===== src/hdl/config_key_value_tokenizer_core_assert.svh =====
// ---------------------------------------------------------------------------
// config key/value tokenizer assertion macros
// shared property forms for the tokenizer core checks
// ---------------------------------------------------------------------------
`ifndef CONFIG_KEY_VALUE_TOKENIZER_CORE_ASSERT_SVH
`define CONFIG_KEY_VALUE_TOKENIZER_CORE_ASSERT_SVH

// same-cycle implication, quiet while in reset
`define CKVT_ASSERT_NOW(name, ante, cons, msg) \
	name: assert property (@(posedge clk) disable iff (!arst_n) (ante) |-> (cons)) \
		else $error(msg);

// next-cycle implication, quiet while in reset
`define CKVT_ASSERT_NEXT(name, ante, cons, msg) \
	name: assert property (@(posedge clk) disable iff (!arst_n) (ante) |=> (cons)) \
		else $error(msg);

`endif


===== src/hdl/ckvt_pkg.sv =====
// ---------------------------------------------------------------------------
// ckvt_pkg
// result item type, kind and error codes and byte classes of the tokenizer
// ---------------------------------------------------------------------------
package ckvt_pkg;

	localparam logic [2:0] KIND_SKIP      = 3'd0;
	localparam logic [2:0] KIND_KEY_BYTE  = 3'd1;
	localparam logic [2:0] KIND_VAL_BYTE  = 3'd2;
	localparam logic [2:0] KIND_KEY_DONE  = 3'd3;
	localparam logic [2:0] KIND_VAL_DONE  = 3'd4;
	localparam logic [2:0] KIND_ERROR     = 3'd5;
	localparam logic [2:0] KIND_END       = 3'd6;

	localparam logic [2:0] ERR_NONE       = 3'd0;
	localparam logic [2:0] ERR_NO_EQUALS  = 3'd0;
	localparam logic [2:0] ERR_KEY_SPACE  = 3'd1;
	localparam logic [2:0] ERR_KEY_LEN    = 3'd2;
	localparam logic [2:0] ERR_NO_VALUE   = 3'd3;
	localparam logic [2:0] ERR_VAL_LEN    = 3'd4;

	localparam logic [0:0] REG_KEY_LIMIT   = 1'b0;
	localparam logic [0:0] REG_VALUE_LIMIT = 1'b1;

	localparam logic [7:0] KEY_LIMIT_RESET   = 8'd32;
	localparam logic [7:0] VALUE_LIMIT_RESET = 8'd255;

	localparam logic [7:0] CH_NUL   = 8'h00;
	localparam logic [7:0] CH_NL    = 8'h0A;
	localparam logic [7:0] CH_SPACE = 8'h20;
	localparam logic [7:0] CH_HASH  = 8'h23;
	localparam logic [7:0] CH_EQ    = 8'h3D;
	localparam logic [7:0] CH_HIGH  = 8'h80;

	typedef struct packed {
		logic [7:0] char_out;
		logic [2:0] kind;
		logic [7:0] token_len;
		logic [2:0] error_code;
		logic       last;
	} res_t;

	// control bytes, space and everything from 0x80 up
	function automatic logic is_ws(logic [7:0] b);
		return (b <= CH_SPACE) || (b >= CH_HIGH);
	endfunction

	// bytes that end a line of text outright
	function automatic logic is_stop(logic [7:0] b);
		return (b == CH_HASH) || (b == CH_NL) || (b == CH_NUL);
	endfunction

	function automatic res_t make_res(logic [7:0] ch, logic [2:0] kind, logic [7:0] len,
		logic [2:0] err, logic last);
		res_t r;
		r.char_out   = ch;
		r.kind       = kind;
		r.token_len  = len;
		r.error_code = err;
		r.last       = last;
		return r;
	endfunction

endpackage


===== src/hdl/config_key_value_tokenizer_core.sv =====
// ---------------------------------------------------------------------------
// config_key_value_tokenizer_core
// byte-wise key=value tokenizer with comment skipping and error reporting
// ---------------------------------------------------------------------------
// Takes one text byte per cycle and tags it as skipped, key byte or value
// byte, reporting key and value completion with the token length and
// flagging malformed lines; after an error bytes are skipped until NUL, and
// NUL ends the text. A byte is classified in the cycle it is accepted and
// its results are registered into a four-entry result queue and read out
// in order. Most bytes give one result; a byte that ends a value, and a NUL
// that causes an error, give two, which leave the queue one at a time. The
// queue accepts a byte whenever at least two entries are free, so with the
// output side always ready the block takes one byte per cycle, except that
// input stalls while the second results drain. The limit registers may only
// be written while no results are pending.
// ---------------------------------------------------------------------------
`include "config_key_value_tokenizer_core_assert.svh"

module config_key_value_tokenizer_core #(
	parameter int LEN_BITS = 8
) (
	input  logic       clk,
	input  logic       arst_n,
	input  logic       cfg_we,
	input  logic [0:0] cfg_index,
	input  logic [7:0] cfg_data,
	input  logic       in_valid,
	output logic       in_ready,
	input  logic [7:0] byte_in,
	output logic       out_valid,
	input  logic       out_ready,
	output logic [7:0] char_out,
	output logic [2:0] kind,
	output logic [7:0] token_len,
	output logic [2:0] error_code,
	output logic       last
);

	localparam int CMP_W = (LEN_BITS > 8) ? LEN_BITS : 8;
	localparam int DEPTH = 4;
	localparam int PTR_W = $clog2(DEPTH);
	localparam int CNT_W = $clog2(DEPTH + 1);

	typedef enum logic [2:0] {
		PH_SKIP,
		PH_COMMENT,
		PH_KEY,
		PH_VALSKIP,
		PH_VAL,
		PH_ERROR
	} phase_t;

	logic [7:0]          key_limit_q;
	logic [7:0]          value_limit_q;
	phase_t              phase_q;
	logic [LEN_BITS-1:0] len_q;
	logic                seen_q;

	ckvt_pkg::res_t      fifo_q [DEPTH];
	logic [PTR_W-1:0]    wptr_q;
	logic [PTR_W-1:0]    rptr_q;
	logic [CNT_W-1:0]    count_q;

	logic                in_acc;
	logic                out_acc;
	logic [CMP_W-1:0]    len_wide;
	logic [7:0]          len_sat;
	logic [LEN_BITS-1:0] len_bump;

	// do_skip outcome for the current byte, from a freshly restarted state
	ckvt_pkg::res_t      sk_r0;
	logic                sk_two;
	phase_t              sk_phase;
	logic [LEN_BITS-1:0] sk_len;

	ckvt_pkg::res_t      r0;
	ckvt_pkg::res_t      r1;
	logic                two;
	phase_t              phase_d;
	logic [LEN_BITS-1:0] len_d;
	logic                seen_d;

	assign in_acc   = in_valid && in_ready;
	assign out_acc  = out_valid && out_ready;
	assign in_ready = count_q <= CNT_W'(DEPTH - 2);
	assign out_valid = count_q != '0;

	assign char_out   = fifo_q[rptr_q].char_out;
	assign kind       = fifo_q[rptr_q].kind;
	assign token_len  = fifo_q[rptr_q].token_len;
	assign error_code = fifo_q[rptr_q].error_code;
	assign last       = fifo_q[rptr_q].last;

	assign len_wide = CMP_W'(len_q);
	assign len_sat  = (len_wide > CMP_W'(255)) ? 8'hFF : len_wide[7:0];
	assign len_bump = (len_q == '1) ? len_q : len_q + LEN_BITS'(1);

	always_comb begin
		sk_two   = 1'b0;
		sk_phase = PH_SKIP;
		sk_len   = '0;
		sk_r0    = ckvt_pkg::make_res(byte_in, ckvt_pkg::KIND_SKIP, 8'd0,
			ckvt_pkg::ERR_NONE, 1'b1);
		priority if (byte_in == ckvt_pkg::CH_NUL) begin
			sk_r0 = ckvt_pkg::make_res(ckvt_pkg::CH_NUL, ckvt_pkg::KIND_END, 8'd0,
				ckvt_pkg::ERR_NONE, 1'b1);
		end else if (ckvt_pkg::is_ws(byte_in)) begin
			sk_phase = PH_SKIP;
		end else if (byte_in == ckvt_pkg::CH_HASH) begin
			sk_phase = PH_COMMENT;
		end else if (byte_in == ckvt_pkg::CH_EQ) begin
			// empty key
			sk_phase = PH_ERROR;
			sk_r0    = ckvt_pkg::make_res(byte_in, ckvt_pkg::KIND_ERROR, 8'd0,
				ckvt_pkg::ERR_KEY_LEN, 1'b1);
		end else begin
			sk_phase = PH_KEY;
			sk_len   = LEN_BITS'(1);
			sk_r0    = ckvt_pkg::make_res(byte_in, ckvt_pkg::KIND_KEY_BYTE, 8'd0,
				ckvt_pkg::ERR_NONE, 1'b1);
		end
		sk_two = 1'b0;
	end

	always_comb begin
		logic       do_fail;
		logic [2:0] fail_code;
		do_fail   = 1'b0;
		fail_code = ckvt_pkg::ERR_NONE;
		two       = 1'b0;
		phase_d   = phase_q;
		len_d     = len_q;
		seen_d    = seen_q;
		r0        = ckvt_pkg::make_res(byte_in, ckvt_pkg::KIND_SKIP, 8'd0,
			ckvt_pkg::ERR_NONE, 1'b1);
		r1        = ckvt_pkg::make_res(ckvt_pkg::CH_NUL, ckvt_pkg::KIND_END, 8'd0,
			ckvt_pkg::ERR_NONE, 1'b1);
		unique case (phase_q)
			PH_COMMENT: begin
				if (byte_in == ckvt_pkg::CH_NUL) begin
					r0      = r1;
					phase_d = PH_SKIP;
					len_d   = '0;
					seen_d  = 1'b0;
				end else if (byte_in == ckvt_pkg::CH_NL) begin
					phase_d = PH_SKIP;
				end
			end
			PH_KEY: begin
				priority if (byte_in == ckvt_pkg::CH_EQ) begin
					if (len_q == '0 || len_wide >= CMP_W'(key_limit_q)) begin
						do_fail   = 1'b1;
						fail_code = ckvt_pkg::ERR_KEY_LEN;
					end else begin
						r0      = ckvt_pkg::make_res(byte_in, ckvt_pkg::KIND_KEY_DONE,
							len_sat, ckvt_pkg::ERR_NONE, 1'b1);
						phase_d = PH_VALSKIP;
						len_d   = '0;
						seen_d  = 1'b0;
					end
				end else if (ckvt_pkg::is_stop(byte_in)) begin
					do_fail   = 1'b1;
					fail_code = ckvt_pkg::ERR_NO_EQUALS;
				end else if (ckvt_pkg::is_ws(byte_in)) begin
					seen_d = 1'b1;
				end else if (seen_q) begin
					do_fail   = 1'b1;
					fail_code = ckvt_pkg::ERR_KEY_SPACE;
				end else begin
					len_d = len_bump;
					r0    = ckvt_pkg::make_res(byte_in, ckvt_pkg::KIND_KEY_BYTE, 8'd0,
						ckvt_pkg::ERR_NONE, 1'b1);
				end
			end
			PH_VALSKIP: begin
				priority if (ckvt_pkg::is_stop(byte_in)) begin
					do_fail   = 1'b1;
					fail_code = ckvt_pkg::ERR_NO_VALUE;
				end else if (ckvt_pkg::is_ws(byte_in)) begin
					phase_d = PH_VALSKIP;
				end else begin
					phase_d = PH_VAL;
					len_d   = LEN_BITS'(1);
					r0      = ckvt_pkg::make_res(byte_in, ckvt_pkg::KIND_VAL_BYTE, 8'd0,
						ckvt_pkg::ERR_NONE, 1'b1);
				end
			end
			PH_VAL: begin
				if (ckvt_pkg::is_ws(byte_in) || byte_in == ckvt_pkg::CH_HASH) begin
					if (len_wide > CMP_W'(value_limit_q)) begin
						do_fail   = 1'b1;
						fail_code = ckvt_pkg::ERR_VAL_LEN;
					end else begin
						// value done, then the same byte starts the skip phase
						r0      = ckvt_pkg::make_res(byte_in, ckvt_pkg::KIND_VAL_DONE,
							len_sat, ckvt_pkg::ERR_NONE, 1'b0);
						two     = 1'b1;
						r1      = sk_r0;
						phase_d = sk_phase;
						len_d   = sk_len;
						seen_d  = 1'b0;
					end
				end else begin
					len_d = len_bump;
					r0    = ckvt_pkg::make_res(byte_in, ckvt_pkg::KIND_VAL_BYTE, 8'd0,
						ckvt_pkg::ERR_NONE, 1'b1);
				end
			end
			PH_ERROR: begin
				if (byte_in == ckvt_pkg::CH_NUL) begin
					r0      = r1;
					phase_d = PH_SKIP;
					len_d   = '0;
					seen_d  = 1'b0;
				end
			end
			default: begin
				r0      = sk_r0;
				two     = sk_two;
				phase_d = sk_phase;
				len_d   = sk_len;
				seen_d  = 1'b0;
			end
		endcase
		if (do_fail) begin
			// a NUL that fails also closes the text
			r0      = ckvt_pkg::make_res(byte_in, ckvt_pkg::KIND_ERROR, 8'd0, fail_code,
				byte_in != ckvt_pkg::CH_NUL);
			two     = byte_in == ckvt_pkg::CH_NUL;
			r1      = ckvt_pkg::make_res(ckvt_pkg::CH_NUL, ckvt_pkg::KIND_END, 8'd0,
				ckvt_pkg::ERR_NONE, 1'b1);
			phase_d = (byte_in == ckvt_pkg::CH_NUL) ? PH_SKIP : PH_ERROR;
			len_d   = '0;
			seen_d  = 1'b0;
		end
	end

	always_ff @(posedge clk or negedge arst_n) begin
		if (!arst_n) begin
			key_limit_q   <= ckvt_pkg::KEY_LIMIT_RESET;
			value_limit_q <= ckvt_pkg::VALUE_LIMIT_RESET;
		end else if (cfg_we) begin
			unique case (cfg_index)
				ckvt_pkg::REG_KEY_LIMIT:   key_limit_q   <= cfg_data;
				ckvt_pkg::REG_VALUE_LIMIT: value_limit_q <= cfg_data;
				default: ;
			endcase
		end
	end

	always_ff @(posedge clk or negedge arst_n) begin
		if (!arst_n) begin
			phase_q <= PH_SKIP;
			len_q   <= '0;
			seen_q  <= 1'b0;
		end else if (in_acc) begin
			phase_q <= phase_d;
			len_q   <= len_d;
			seen_q  <= seen_d;
		end
	end

	always_ff @(posedge clk or negedge arst_n) begin
		if (!arst_n) begin
			wptr_q  <= '0;
			rptr_q  <= '0;
			count_q <= '0;
		end else begin
			if (in_acc) begin
				wptr_q <= two ? wptr_q + PTR_W'(2) : wptr_q + PTR_W'(1);
			end
			if (out_acc) begin
				rptr_q <= rptr_q + PTR_W'(1);
			end
			count_q <= count_q
				+ (in_acc ? (two ? CNT_W'(2) : CNT_W'(1)) : CNT_W'(0))
				- (out_acc ? CNT_W'(1) : CNT_W'(0));
		end
	end

	always_ff @(posedge clk) begin
		if (in_acc) begin
			fifo_q[wptr_q] <= r0;
			if (two) begin
				fifo_q[wptr_q + PTR_W'(1)] <= r1;
			end
		end
	end

	`CKVT_ASSERT_NOW(a_queue_bound, 1'b1, count_q <= CNT_W'(DEPTH),
		"result queue overfilled")
	`CKVT_ASSERT_NOW(a_end_clean, out_valid && kind == ckvt_pkg::KIND_END,
		char_out == ckvt_pkg::CH_NUL && token_len == 8'd0 && last,
		"end result carries stray payload")
	`CKVT_ASSERT_NOW(a_err_only, out_valid && kind != ckvt_pkg::KIND_ERROR,
		error_code == ckvt_pkg::ERR_NONE, "error code outside an error result")
	`CKVT_ASSERT_NOW(a_token_len, phase_q == PH_KEY || phase_q == PH_VAL,
		len_q != '0, "token length lost inside a key or value")

endmodule


===== config.mk =====
export PLATFORM = sky130hd
export DESIGN_NAME = config_key_value_tokenizer_core
export DESIGN_NICKNAME = d
export VERILOG_FILES = /design/src/hdl/ckvt_pkg.sv /design/src/hdl/config_key_value_tokenizer_core.sv
export VERILOG_INCLUDE_DIRS = /design/src /design/src/hdl
export SDC_FILE = /design/constraint.sdc
export NUM_CORES = 1
export LEC_CHECK = 0
export ABC_AREA = 1
export BUFFER_PORTS_ARGS = -buffer_cell sky130_fd_sc_hd__buf_4
export CORE_ASPECT_RATIO = 1.4
export CORE_MARGIN = 2
export CORE_UTILIZATION = 45
export DETAILED_ROUTE_END_ITERATION = 7
export SETUP_SLACK_MARGIN = 0.15
export SLEW_MARGIN = 40
export SYNTH_ARGS = -nofsm -noshare
export SYNTH_HDL_FRONTEND = slang
export SYNTH_SLANG_ARGS = --single-unit

===== constraint.sdc =====
create_clock -name clk -period 4.2 [get_ports clk]
set_input_delay 0.42 -clock clk [delete_from_list [all_inputs] [get_ports clk]]
set_output_delay 0.42 -clock clk [all_outputs]
set_load 0.03 [all_outputs]

==> flow_summary.yaml <==
critical_path:
  reg2reg_from: "value_limit_q[7]"
  critPathCaptureType: "flip-flop"
  cp_data_required_time_ns: 4.50
  start_kind: "flip-flop"
  rr_endpoint: "count_q[2]"
  r2r_cells: 16
  r2r_slack_ns: 0.75
  crit_fanout: 18
  arrival_ns: 3.75
  crit_type: "flip-flop to flip-flop"
clocking:
  cts.path.max_buffers: 2
  cts_buffers: 17
  cts_tree: "yes"
  insertion_delay_ns: 0.42
  cts_setup_buffers: 0
  clkSinkCount: 127
  cts_root_buffer: "clkbuf_16"
  path_clk_slew_ns: 0.06
  cts_max_level: 4
synthesis:
  ys_seq_area_share_pct: 43.9
  synthesis.nets: 1044
  synth.avg_cell_area_sq_um: 7.35
  netlist_area_sq_um: 7310
  netlist_instances: 995
  yosys_warnings: 0
  synth_top_area_share_pct: 19.7
  yosys-top-cells-area: "edfxtp_1 (20%), nand2_1 (13%), dfxtp_1 (12%)"
  ys_seq_elements: 127
  yosysTopAreaCell: "edfxtp_1"
  synth_cell_types: 38
timing:
  drv_slew: 0
  final.min_clock_period_ns: 3.45
  skew_ns: 0.0159
  hold_viol_final: 0
  fin_tns_setup_ns: 0
  max_freq_mhz: 290
  timing.final.crit_share_pct: 82.1
  setup_viol_count_final: 0
  final.setup.worst_slack_ns: 0.751
  worst_pin_slew_ns: 0.799
  rsz0062_at_grt: "no"
  slew_headroom_pct: 46.4
detailed_routing:
  via_per_inst: 5.07
  drcViolationCount: 0
  via_count: 6310
  drt-initial-drc-count: 395
  routed_wirelength_mm: 18.5
  drt_pass1_iterations: 5
  drt-wirelength-per-cell_um: 14.9
  ant_nets: 0
placement:
  portBuffers: 46
  post-dp-hpwl_mm: 13.1
  gp_congestion: 0.906
  post-place-ws_ns: 0.800
  placed_area_sq_um: 7790
worst_hold_path:
  hold_start: "cfg_data[7]"
  min_path_type: "primary input to flip-flop"
  hold_end: "value_limit_q[7]"
  hold_depth: 3
grt:
  antenna_found_initial: 0
  first_global_vias: 5965
  overflow: 0
  grt_pass1_wl_mm: 30.2
  grt_max_degree: 49
  grt_usage_pct: 21.9
power_and_ir_drop:
  power.density_nw_per_um2: 633
  max-vdd-ir-drop_mv: 0.306
  power_leakage_nw: 4.10
  finalPower_mw: 5.32
run_status:
  status: "completed"
floorplan:
  die_h_um: 155
  core_sq_um: 16000
  start_util_pct: 45.6
  die_area_sq_um: 17300
  ios: 47
  die_w_um: 112
  fp-row-count: 55
finish:
  nNetsFinal: 1081
  drive_gt1_share_pct: 11.8
  num_antenna_cells: 0
  synthToLayoutAreaGrowth_pct: 15.0
  final_core_util_pct: 52.4
  final_area_sq_um: 8410
job:
  cap_violations: 0
-- worst max-delay path, stage by stage, from the launching register on --
cell and delay, ns:
dfstp_2 0.53, inv_1 0.04, ha_1 0.28, nand2_1 0.07, nor2_1 0.15, nand2_1 0.09
a21boi_0 0.43, nor2_1 0.16, inv_2 0.19, nand2_4 0.18, nor2_4 0.15, inv_1 0.06
ha_1 0.26, inv_1 0.04, ha_1 0.18, fa_1 0.38, xnor2_1 0.13
-- routing by layer --
| metal | routed length, um | global-route usage, % |
|---|---|---|
| met3 | 628 | 3.13 |
| met1 | 7870 | 26.2 |
| met4 | 331 | 7.88 |
| met5 | 0 | 0 |
| met2 | 9670 | 39.9 |
-- through the flow --
step,cells,hold slack [ns]
final,1244,0.244
after floorplan,995,0.124
after CTS,1244,0.237
after global routing,1244,0.272
after global placement,1211,0.407
after detailed placement,1211,0.402
-- state kept, by name (all words and copies together), names as in the netlist --
| signal | cells |
|---|---|
| value_limit_q | 8 |
| wptr_q | 2 |
| len_q | 8 |
| key_limit_q | 8 |
| count_q | 3 |
| fifo_q | 92 |
| seen_q | 1 |
| phase_q | 3 |
| rptr_q | 2 |
-- cells in the mapped netlist (all sizes together) --
| master | number |
|---|---|
| a211oi | 1 |
| a21boi | 2 |
| a21o | 1 |
| a21oi | 11 |
| buf | 16 |
| clkbuf | 27 |
| clkinv | 2 |
| dfrtp | 26 |
| dfstp | 9 |
| dfxtp | 44 |
| edfxtp | 48 |
| fa | 1 |
| ha | 26 |
| inv | 154 |
| nand2 | 257 |
| nand3 | 56 |
| nand4 | 18 |
| nor2 | 102 |
| nor3 | 5 |
| o211ai | 6 |
| o21a | 1 |
| o21ai | 148 |
| o21bai | 1 |
| o22ai | 27 |
| xnor2 | 3 |
| xor2 | 3 |
-- worst max path at each step --
stage                startpoint         end  slack (ns)
2_1_floorplan  value_limit_q[7]  count_q[2]        1.17
4_1_cts        value_limit_q[7]  count_q[2]        0.78
5_1_grt        value_limit_q[7]  count_q[2]        0.58
3_3_place_gp   value_limit_q[7]  count_q[2]        0.89
6_report       value_limit_q[7]  count_q[2]        0.75
3_5_place_dp   value_limit_q[7]  count_q[2]        0.80
-- kinds of logic after synthesis --
group,share of synthesized area (%)
compound gates,14.6
xor+xnor,0.719
fa+ha+maj,4.72
buf+inv,11.0
flops,43.9
simple gates,25.0
-- report_power, final --
part	leakage (nW)	switching, mW	internal [mW]
sequential	1.23	0.101	1.49
combinational	2.58	1.53	0.703
clock	0.303	0.567	0.928
total	4.10	2.20	3.12
-- timing repair --
| item | 4_1_cts | 5_1_grt |
|---|---|---|
| hold buffers | 1 | 0 |
| hold endpoints to repair | 26 | 0 |
| gates resized for setup | 0 | 0 |
-- cell type report --
cell class	count	area [sq um]
Timing Repair Buffer	61	460
Fill cell	1598	7630
Clock inverter	10	95.1
Multi-Input combinational cell	669	3300
Sequential cell	127	3210
Inverter	156	586
Clock buffer	22	510
Tap cell	199	249
-- placed cells by master (no fill, tap or decap), types with 2 or more instances in the layout --
cell       netlist  layout
clkbuf_2         0       2
inv_2            5       5
nor2_1          99      99
buf_4            4      60
ha_1            26      26
nand3_1         52      52
dfxtp_1         44      44
nand4_1         18      18
a21boi_0         2       2
clkinv_4         0       3
o211ai_1         3       3
o211ai_2         3       3
edfxtp_1        48      48
inv_1          149     148
nand2_2          5       5
nand2_1        251     251
dfrtp_1         26      26
o21ai_0        144     144
nand3_2          4       4
xnor2_1          3       3
clkinv_1         2       3
nor2_2           2       2
o21ai_1          4       4
clkbuf_16        0      20
inv_4            0       2
clkinv_2         0       2
o22ai_1         27      27
nor3_1           4       4
dfstp_2          9       9
a21oi_1         11      11
xor2_1           3       3
(Power assumes the default switching activity.)
